`config.mk`:
```
export PLATFORM = sky130hd
export DESIGN_NAME = step_band_classifier
export DESIGN_NICKNAME = d
export VERILOG_FILES = /design/src/hdl/sbc_pkg.sv /design/src/hdl/sbc_square.sv /design/src/hdl/sbc_cmp_lane.sv /design/src/hdl/sbc_merge.sv /design/src/hdl/step_band_classifier.sv
export SDC_FILE = /design/constraint.sdc
export NUM_CORES = 2
export LEC_CHECK = 0
export BUFFER_PORTS_ARGS = -buffer_cell sky130_fd_sc_hd__buf_2
export CORE_MARGIN = 5
export CORE_UTILIZATION = 40
export DETAILED_ROUTE_END_ITERATION = 10
export HOLD_SLACK_MARGIN = 0.05
export SLEW_MARGIN = 10
export SYNTH_ARGS = -nofsm -noshare
export SYNTH_HDL_FRONTEND = slang
export SYNTH_SLANG_ARGS = --single-unit
```
`constraint.sdc`:
```
create_clock -name clk -period 8.9 [get_ports clk]
set_input_delay 0.89 -clock clk [delete_from_list [all_inputs] [get_ports clk]]
set_output_delay 0.89 -clock clk [all_outputs]
set_load 0.02 [all_outputs]
```
`src/hdl/sbc_pkg.sv`:
```
// Shared constants, types and register codes for the step band classifier.
package sbc_pkg;

  localparam int MAX_STEPS = 6;
  localparam int NUM_COMPS = 4;
  localparam int COMP_W    = 16;
  localparam int THR_W     = 36;
  localparam int SQ_W      = 31;  // (-32768)^2 = 2^30 fits unsigned in 31 bits
  localparam int SUM_W     = 33;  // four squares, at most 2^32
  localparam int Q_W       = 37;  // measured quantity, wide enough for thresholds
  localparam int KIND_W    = 3;
  localparam int STEP_W    = 3;
  localparam int BAND_W    = 4;
  localparam int CFG_IDX_W = 3;

  localparam logic [CFG_IDX_W-1:0] REG_VALUE_KIND  = 3'd0;
  localparam logic [CFG_IDX_W-1:0] REG_STEP_COUNT  = 3'd1;
  localparam logic [CFG_IDX_W-1:0] REG_THRESHOLD_A = 3'd2;
  localparam logic [CFG_IDX_W-1:0] REG_THRESHOLD_B = 3'd3;
  localparam logic [CFG_IDX_W-1:0] REG_THRESHOLD_C = 3'd4;
  localparam logic [CFG_IDX_W-1:0] REG_THRESHOLD_D = 3'd5;
  localparam logic [CFG_IDX_W-1:0] REG_THRESHOLD_E = 3'd6;
  localparam logic [CFG_IDX_W-1:0] REG_THRESHOLD_F = 3'd7;

  localparam logic [KIND_W-1:0] KIND_SCALAR = 3'd0;
  localparam logic [KIND_W-1:0] KIND_VEC2   = 3'd1;
  localparam logic [KIND_W-1:0] KIND_VEC3   = 3'd2;
  localparam logic [KIND_W-1:0] KIND_VEC4   = 3'd3;

  localparam logic signed [BAND_W-1:0] BAND_NONE = -4'sd1;

  typedef logic signed [THR_W-1:0] thresh_t;

  // Per-lane compare results against each threshold.
  typedef struct packed {
    logic [MAX_STEPS-1:0] below;  // q <  t[i]
    logic [MAX_STEPS-1:0] above;  // q >  t[i]
  } cmp_flags_t;

endpackage

```
`src/hdl/sbc_square.sv`:
```
// Squarer lane: registered square of one signed component.
module sbc_square (
  input  logic                              clk,
  input  logic                              load,
  input  logic signed [sbc_pkg::COMP_W-1:0] comp,
  output logic        [sbc_pkg::SQ_W-1:0]   sq
);

  logic signed [2*sbc_pkg::COMP_W-1:0] prod;

  assign prod = comp * comp;

  always_ff @(posedge clk) begin
    if (load) begin
      sq <= prod[sbc_pkg::SQ_W-1:0];
    end
  end

endmodule

```
`src/hdl/sbc_cmp_lane.sv`:
```
// Comparator lane: places the quantity against one threshold.
module sbc_cmp_lane (
  input  logic signed [sbc_pkg::Q_W-1:0] q,
  input  sbc_pkg::thresh_t               thr,
  output logic                           below,
  output logic                           above
);

  logic signed [sbc_pkg::Q_W-1:0] thr_ext;

  assign thr_ext = sbc_pkg::Q_W'(thr);
  assign below   = q < thr_ext;
  assign above   = q > thr_ext;

endmodule

```
`src/hdl/sbc_merge.sv`:
```
// Merge stage: turns the lane compare flags into a band index.
module sbc_merge (
  input  sbc_pkg::cmp_flags_t                flags,
  input  logic                               asc,
  input  logic        [sbc_pkg::STEP_W-1:0]  n,
  input  logic signed [sbc_pkg::BAND_W-1:0]  cur,
  output logic signed [sbc_pkg::BAND_W-1:0]  band_next
);

  always_comb begin
    logic [sbc_pkg::STEP_W-1:0] last;
    logic                       hit;
    last = n - 3'd1;
    band_next = cur;
    if (asc) begin
      if (flags.below[0]) begin
        band_next = sbc_pkg::BAND_NONE;
      end else if (!flags.below[last]) begin
        band_next = {1'b0, last};
      end
    end else begin
      if (flags.above[0]) begin
        band_next = sbc_pkg::BAND_NONE;
      end else if (!flags.above[last]) begin
        band_next = {1'b0, last};
      end
    end
    // interior bands win over the end tests; lowest index has priority
    for (int i = sbc_pkg::MAX_STEPS - 2; i >= 0; i--) begin
      hit = asc ? (!flags.below[i] && flags.below[i+1])
                : (!flags.above[i] && flags.above[i+1]);
      if (hit && (i < int'(n) - 1)) begin
        band_next = sbc_pkg::BAND_W'(i);
      end
    end
  end

endmodule

```
`src/hdl/step_band_classifier.sv`:
```
// Step band classifier top level: squarer lanes, comparator lanes and merge.
//
// Input channel (in_valid/in_ready) carries one sample beat of four signed
// 16-bit components. Output channel (out_valid/out_ready) returns one beat
// per sample: the band index and a flag that is set when it moved.
// Configuration is a plain write port (cfg_write, cfg_index, cfg_data),
// written while no sample is in flight.
// The input beat passes through the registered squarer lanes, then through
// the comparator lanes and merge into the output register.
// Throughput: one sample per cycle while out_ready holds; a new beat is taken
// in the same cycle the previous one moves into the output register.
// When the receiver stalls, the result waits in the output register and the
// sample behind it waits in the squarer stage; in_ready drops after that.
// Reset clears all valids, sets value_kind to scalar, step_count to one,
// all thresholds to zero and the stored band to minus one.
module step_band_classifier (
  input  logic                                clk,
  input  logic                                rst,
  input  logic                                cfg_write,
  input  logic        [sbc_pkg::CFG_IDX_W-1:0] cfg_index,
  input  logic        [sbc_pkg::THR_W-1:0]    cfg_data,
  input  logic                                in_valid,
  output logic                                in_ready,
  input  logic signed [sbc_pkg::COMP_W-1:0]   comp_x,
  input  logic signed [sbc_pkg::COMP_W-1:0]   comp_y,
  input  logic signed [sbc_pkg::COMP_W-1:0]   comp_z,
  input  logic signed [sbc_pkg::COMP_W-1:0]   comp_w,
  output logic                                out_valid,
  input  logic                                out_ready,
  output logic                                changed,
  output logic signed [sbc_pkg::BAND_W-1:0]   band_index
);

  logic [sbc_pkg::KIND_W-1:0] value_kind;
  logic [sbc_pkg::STEP_W-1:0] step_count;
  sbc_pkg::thresh_t           thr [sbc_pkg::MAX_STEPS];

  logic                               busy;
  logic                               accept;
  logic                               finish;
  logic signed [sbc_pkg::BAND_W-1:0]  current_band;

  logic [sbc_pkg::STEP_W-1:0]         n_eff;
  logic                               asc_in;
  logic signed [sbc_pkg::COMP_W-1:0]  s1_x;
  logic                               s1_vec;
  logic                               s1_use_z;
  logic                               s1_use_w;
  logic                               s1_active;
  logic                               s1_asc;
  logic [sbc_pkg::STEP_W-1:0]         s1_n;

  logic signed [sbc_pkg::COMP_W-1:0]  comps [sbc_pkg::NUM_COMPS];
  logic [sbc_pkg::SQ_W-1:0]           sq    [sbc_pkg::NUM_COMPS];
  logic [sbc_pkg::SUM_W-1:0]          sum;
  logic signed [sbc_pkg::Q_W-1:0]     q;
  sbc_pkg::cmp_flags_t                flags;
  logic signed [sbc_pkg::BAND_W-1:0]  band_next;

  // configuration registers
  always_ff @(posedge clk) begin
    if (rst) begin
      value_kind <= sbc_pkg::KIND_SCALAR;
      step_count <= 3'd1;
      for (int i = 0; i < sbc_pkg::MAX_STEPS; i++) begin
        thr[i] <= '0;
      end
    end else if (cfg_write) begin
      case (cfg_index)
        sbc_pkg::REG_VALUE_KIND:  value_kind <= cfg_data[sbc_pkg::KIND_W-1:0];
        sbc_pkg::REG_STEP_COUNT:  step_count <= cfg_data[sbc_pkg::STEP_W-1:0];
        sbc_pkg::REG_THRESHOLD_A: thr[0] <= cfg_data;
        sbc_pkg::REG_THRESHOLD_B: thr[1] <= cfg_data;
        sbc_pkg::REG_THRESHOLD_C: thr[2] <= cfg_data;
        sbc_pkg::REG_THRESHOLD_D: thr[3] <= cfg_data;
        sbc_pkg::REG_THRESHOLD_E: thr[4] <= cfg_data;
        sbc_pkg::REG_THRESHOLD_F: thr[5] <= cfg_data;
        default: ;
      endcase
    end
  end

  // zero counts as one, above the list saturates
  always_comb begin
    if (step_count == '0) begin
      n_eff = 3'd1;
    end else if (step_count > sbc_pkg::STEP_W'(sbc_pkg::MAX_STEPS)) begin
      n_eff = sbc_pkg::STEP_W'(sbc_pkg::MAX_STEPS);
    end else begin
      n_eff = step_count;
    end
  end

  assign asc_in = thr[n_eff - 3'd1] > thr[0];

  assign finish   = busy && (!out_valid || out_ready);
  assign in_ready = !busy || finish;
  assign accept   = in_valid && in_ready;

  always_ff @(posedge clk) begin
    if (rst) begin
      busy <= 1'b0;
    end else if (accept) begin
      busy <= 1'b1;
    end else if (finish) begin
      busy <= 1'b0;
    end
  end

  // stage 1: squarer lanes plus decoded controls
  assign comps[0] = comp_x;
  assign comps[1] = comp_y;
  assign comps[2] = comp_z;
  assign comps[3] = comp_w;

  for (genvar g = 0; g < sbc_pkg::NUM_COMPS; g++) begin : g_sq
    sbc_square u_sq (
      .clk  (clk),
      .load (accept),
      .comp (comps[g]),
      .sq   (sq[g])
    );
  end

  always_ff @(posedge clk) begin
    if (accept) begin
      s1_x      <= comp_x;
      s1_vec    <= value_kind != sbc_pkg::KIND_SCALAR;
      s1_use_z  <= value_kind == sbc_pkg::KIND_VEC3 || value_kind == sbc_pkg::KIND_VEC4;
      s1_use_w  <= value_kind == sbc_pkg::KIND_VEC4;
      s1_active <= value_kind <= sbc_pkg::KIND_VEC4;
      s1_asc    <= asc_in;
      s1_n      <= n_eff;
    end
  end

  // stage 2: quantity, comparator lanes, merge
  assign sum = sbc_pkg::SUM_W'(sq[0]) + sbc_pkg::SUM_W'(sq[1])
             + (s1_use_z ? sbc_pkg::SUM_W'(sq[2]) : '0)
             + (s1_use_w ? sbc_pkg::SUM_W'(sq[3]) : '0);

  assign q = s1_vec ? $signed(sbc_pkg::Q_W'(sum)) : sbc_pkg::Q_W'(s1_x);

  for (genvar g = 0; g < sbc_pkg::MAX_STEPS; g++) begin : g_cmp
    sbc_cmp_lane u_cmp (
      .q     (q),
      .thr   (thr[g]),
      .below (flags.below[g]),
      .above (flags.above[g])
    );
  end

  sbc_merge u_merge (
    .flags     (flags),
    .asc       (s1_asc),
    .n         (s1_n),
    .cur       (current_band),
    .band_next (band_next)
  );

  always_ff @(posedge clk) begin
    if (rst) begin
      current_band <= sbc_pkg::BAND_NONE;
    end else if (finish && s1_active) begin
      current_band <= band_next;
    end
  end

  always_ff @(posedge clk) begin
    if (rst) begin
      out_valid <= 1'b0;
    end else if (finish) begin
      out_valid <= 1'b1;
    end else if (out_ready) begin
      out_valid <= 1'b0;
    end
  end

  always_ff @(posedge clk) begin
    if (finish) begin
      changed    <= s1_active && (band_next != current_band);
      band_index <= s1_active ? band_next : current_band;
    end
  end

  a_drain: assert property (@(posedge clk) disable iff (rst)
    busy && !out_valid && !in_valid |=> !busy)
    else $error("busy did not clear with a free output register");

  a_out_matches_state: assert property (@(posedge clk) disable iff (rst)
    out_valid |-> band_index == current_band)
    else $error("presented band differs from stored band");

  a_inactive_no_change: assert property (@(posedge clk) disable iff (rst)
    finish && !s1_active |=> !changed)
    else $error("change flagged for a never-change kind");

  a_band_range: assert property (@(posedge clk) disable iff (rst)
    out_valid |-> band_index <= 4'sd5)
    else $error("band index out of range");

endmodule

```
==> impl_metrics.ini <==
[timing]
hold_viol = 0
setup_ws_ps = 463
rsz0062_at_grt = false
finClkSkew_ps = 40.6
fmax_ghz = 0.119
max_slew_margin_pct = 29.8
min_period_ps = 8440
tightest_slew_ps = 1020
finalMaxSlewViolations = 0
fin_crit_sh_pct = 94.8
tns_ps = 0
setup_violations = 0

[clock_tree]
clockRootBuffer = clkbuf_16
clock_latency_ps = 600
cts-buffers-inserted = 46
cts-hold-fix-buffers = 0
h-tree-depth = 2
clock-sinks = 376
cts_tree = done
path_clk_slew_ps = 60
cts.path.max_buffers = 3

[route]
vias_per_cell = 5.02
wl_per_cell_um = 18.9
drt-initial-drc-count = 2266
drc_errors = 0
dr.pass1.iters = 5
wl_um = 152000
vias = 40400
ant_nets = 0

[setup_path]
critPathMaxStageDelay_ps = 580
end_kind = flip-flop
critPathTopFamily = compound AO/OA/AOI/OAI gates
arrival_ps = 8780
worst_ep_required_time_ps = 9240
path_buf_inv = 3
critPathLaunchType = flip-flop
critPathSlowestCell = or4_4
crit_top_cell = o211ai_1
criticalPathCategory = reg -> reg
crit_fanout = 19

[grt]
grt_pass1_wl_um = 245000
antenna_found_initial = 18
grt_pass1_vias = 44100
grt-ovfl-total = 0
grt_max_degree = 74
track_usage_pct = 19.8

[layout]
nNetsFinal = 7794
final_util_pct = 43.2
drive_gt1_share_pct = 5.63
area_growth_pct = 7.40

[worst_hold_path]
min_path_type = reg -> reg

[logic_synthesis]
synth_common_cells = inv_1 (1554), fa_1 (992), ha_1 (620)
yosysTopAreaCellShare_pct = 33.4
yosysTopAreaCell = fa_1
syn_area_per_cell_um2 = 9.90
yosysMostFrequentCell = inv_1
ys.flop_type = edfxtp_1
synth_edf_count = 364
synth_area_mm2 = 0.0595
yosys_warnings = 0
ys_seq_elements = 376
ys_types = 88
netlist_top_cells_area = fa_1 (33%), edfxtp_1 (18%), ha_1 (13%)
syn-num-nets = 7731
syn_inst = 6011
synth-async-reset-ratio_pct = 0
synth_seq_area_share_pct = 18.8

[floorplan]
die_area_mm2 = 0.157
die_x_um = 396
initial_utilization_pct = 40.2
die_y_um = 396
core_mm2 = 0.148
rows = 141
ios = 115

[place]
dp_hpwl_um = 124000
io_buffers = 114
pre_cts_ws_ps = 202
gp_congestion = 0.895

[outcome]
status = complete, no violations

[run]
maxCapViolCount = 0
-- cell usage in the layout, fill, tap and decap left out, types with 9 or more instances in the layout --
cell type,netlist,final
xor2_1,46,46
nor2_1,187,184
clkbuf_1,128,9
or2_2,18,18
ha_1,620,619
o21ai_0,133,126
a21oi_1,208,207
buf_4,0,42
nand4_1,51,51
and3_1,23,23
o21bai_1,20,20
o21a_1,21,21
a211oi_1,20,19
clkinv_1,3,12
mux4_2,36,36
nand3_1,62,62
or3_1,11,11
clkbuf_16,0,47
inv_1,1554,1554
nand2_1,420,420
fa_1,992,992
mux2_2,14,14
nor4_1,10,9
nor2b_1,35,34
edfxtp_1,364,364
diode_2,0,12
a31oi_1,13,13
a21o_1,74,74
mux2i_1,43,43
o211ai_1,18,18
a221oi_1,15,14
nor3_1,53,50
and2_1,460,459
buf_2,0,114
nand3b_1,10,10
dfxtp_1,12,12
nand2b_1,49,49
xnor2_1,140,139
-- flip-flops by register name, summed over array words and instances (netlist names) --
signal	cells
thr	216
busy	1
g_sq.u_sq.sq	119
s1_vec	1
band_index	4
s1_use_z	1
step_count	3
s1_use_w	1
out_valid	1
current_band	4
s1_n	3
value_kind	3
s1_x	16
s1_active	1
s1_asc	1
changed	1
-- through the flow --
| step | hold WS, ps | instances | area (um^2) |
|---|---|---|---|
| floorplan | 450 | 6011 | 59500 |
| global placement | 511 | 7955 | 62400 |
| detailed placement | 504 | 7955 | 62400 |
| CTS | 486 | 8040 | 63800 |
| global route | 508 | 8046 | 63900 |
| finish | 518 | 8053 | 63900 |
-- final cells by class --
type                       count  area, um^2
fill                       14200       83900
multi-input combinational   3935       42100
sequential                   376       11200
inverter                    1559        5850
tap                         1930        2410
clock buffer                  56        1210
timing repair buffer         156         886
clock inverter                29         243
antenna                       12        30.0
-- timing repair --
action | in CTS | in global routing
gates resized for setup | 0 | 9
setup buffers | 0 | 1
endpoints found under the setup margin | 0 | 5
-- cell families after synthesis --
group	count (synthesis)	share of synthesized area, %
AOI/OAI and AO/OA	622	6.66
xor gates and xnor gates	186	2.74
adders and majority gates	1612	46.4
buffers and inverters	1700	10.7
DFF	376	18.8
muxes	93	2.35
other	2	0.0126
and+or+nand+nor	1420	12.3
-- routing by layer --
metal | share of wire, % | GRT usage [%]
met2 | 50 | 34.8
met5 | 0 | 0
met1 | 44 | 26.6
met3 | 4.2 | 1.56
met4 | 2.5 | 4.70
-- worst paths after layout --
check | slack [ps] | depth (start not counted) | start | end
setup / recovery | 460 | 32 | s1_use_w$_DFFE_PP_ | changed$_DFFE_PP_
hold / removal | 520 | 2 | busy$_SDFFE_PP0P_ | out_valid$_SDFFE_PP0P_
setup reg to reg | 460 | 32 | s1_use_w$_DFFE_PP_ | changed$_DFFE_PP_
hold reg to reg | 520 | 2 | busy$_SDFFE_PP0P_ | out_valid$_SDFFE_PP0P_
-- worst reg2reg max path: cells and delay by family, from the launching register on --
kind,cells,cell delay (ps)
AOI/OAI and AO/OA,18,3940
adders and majority gates,4,1650
buffers and inverters,3,320
DFF,1,380
and+or+nand+nor,7,1930
Power is left out: the tool's default activity adds up to more than one toggle a clock period on the data nets, which glitch-free logic cannot reach.
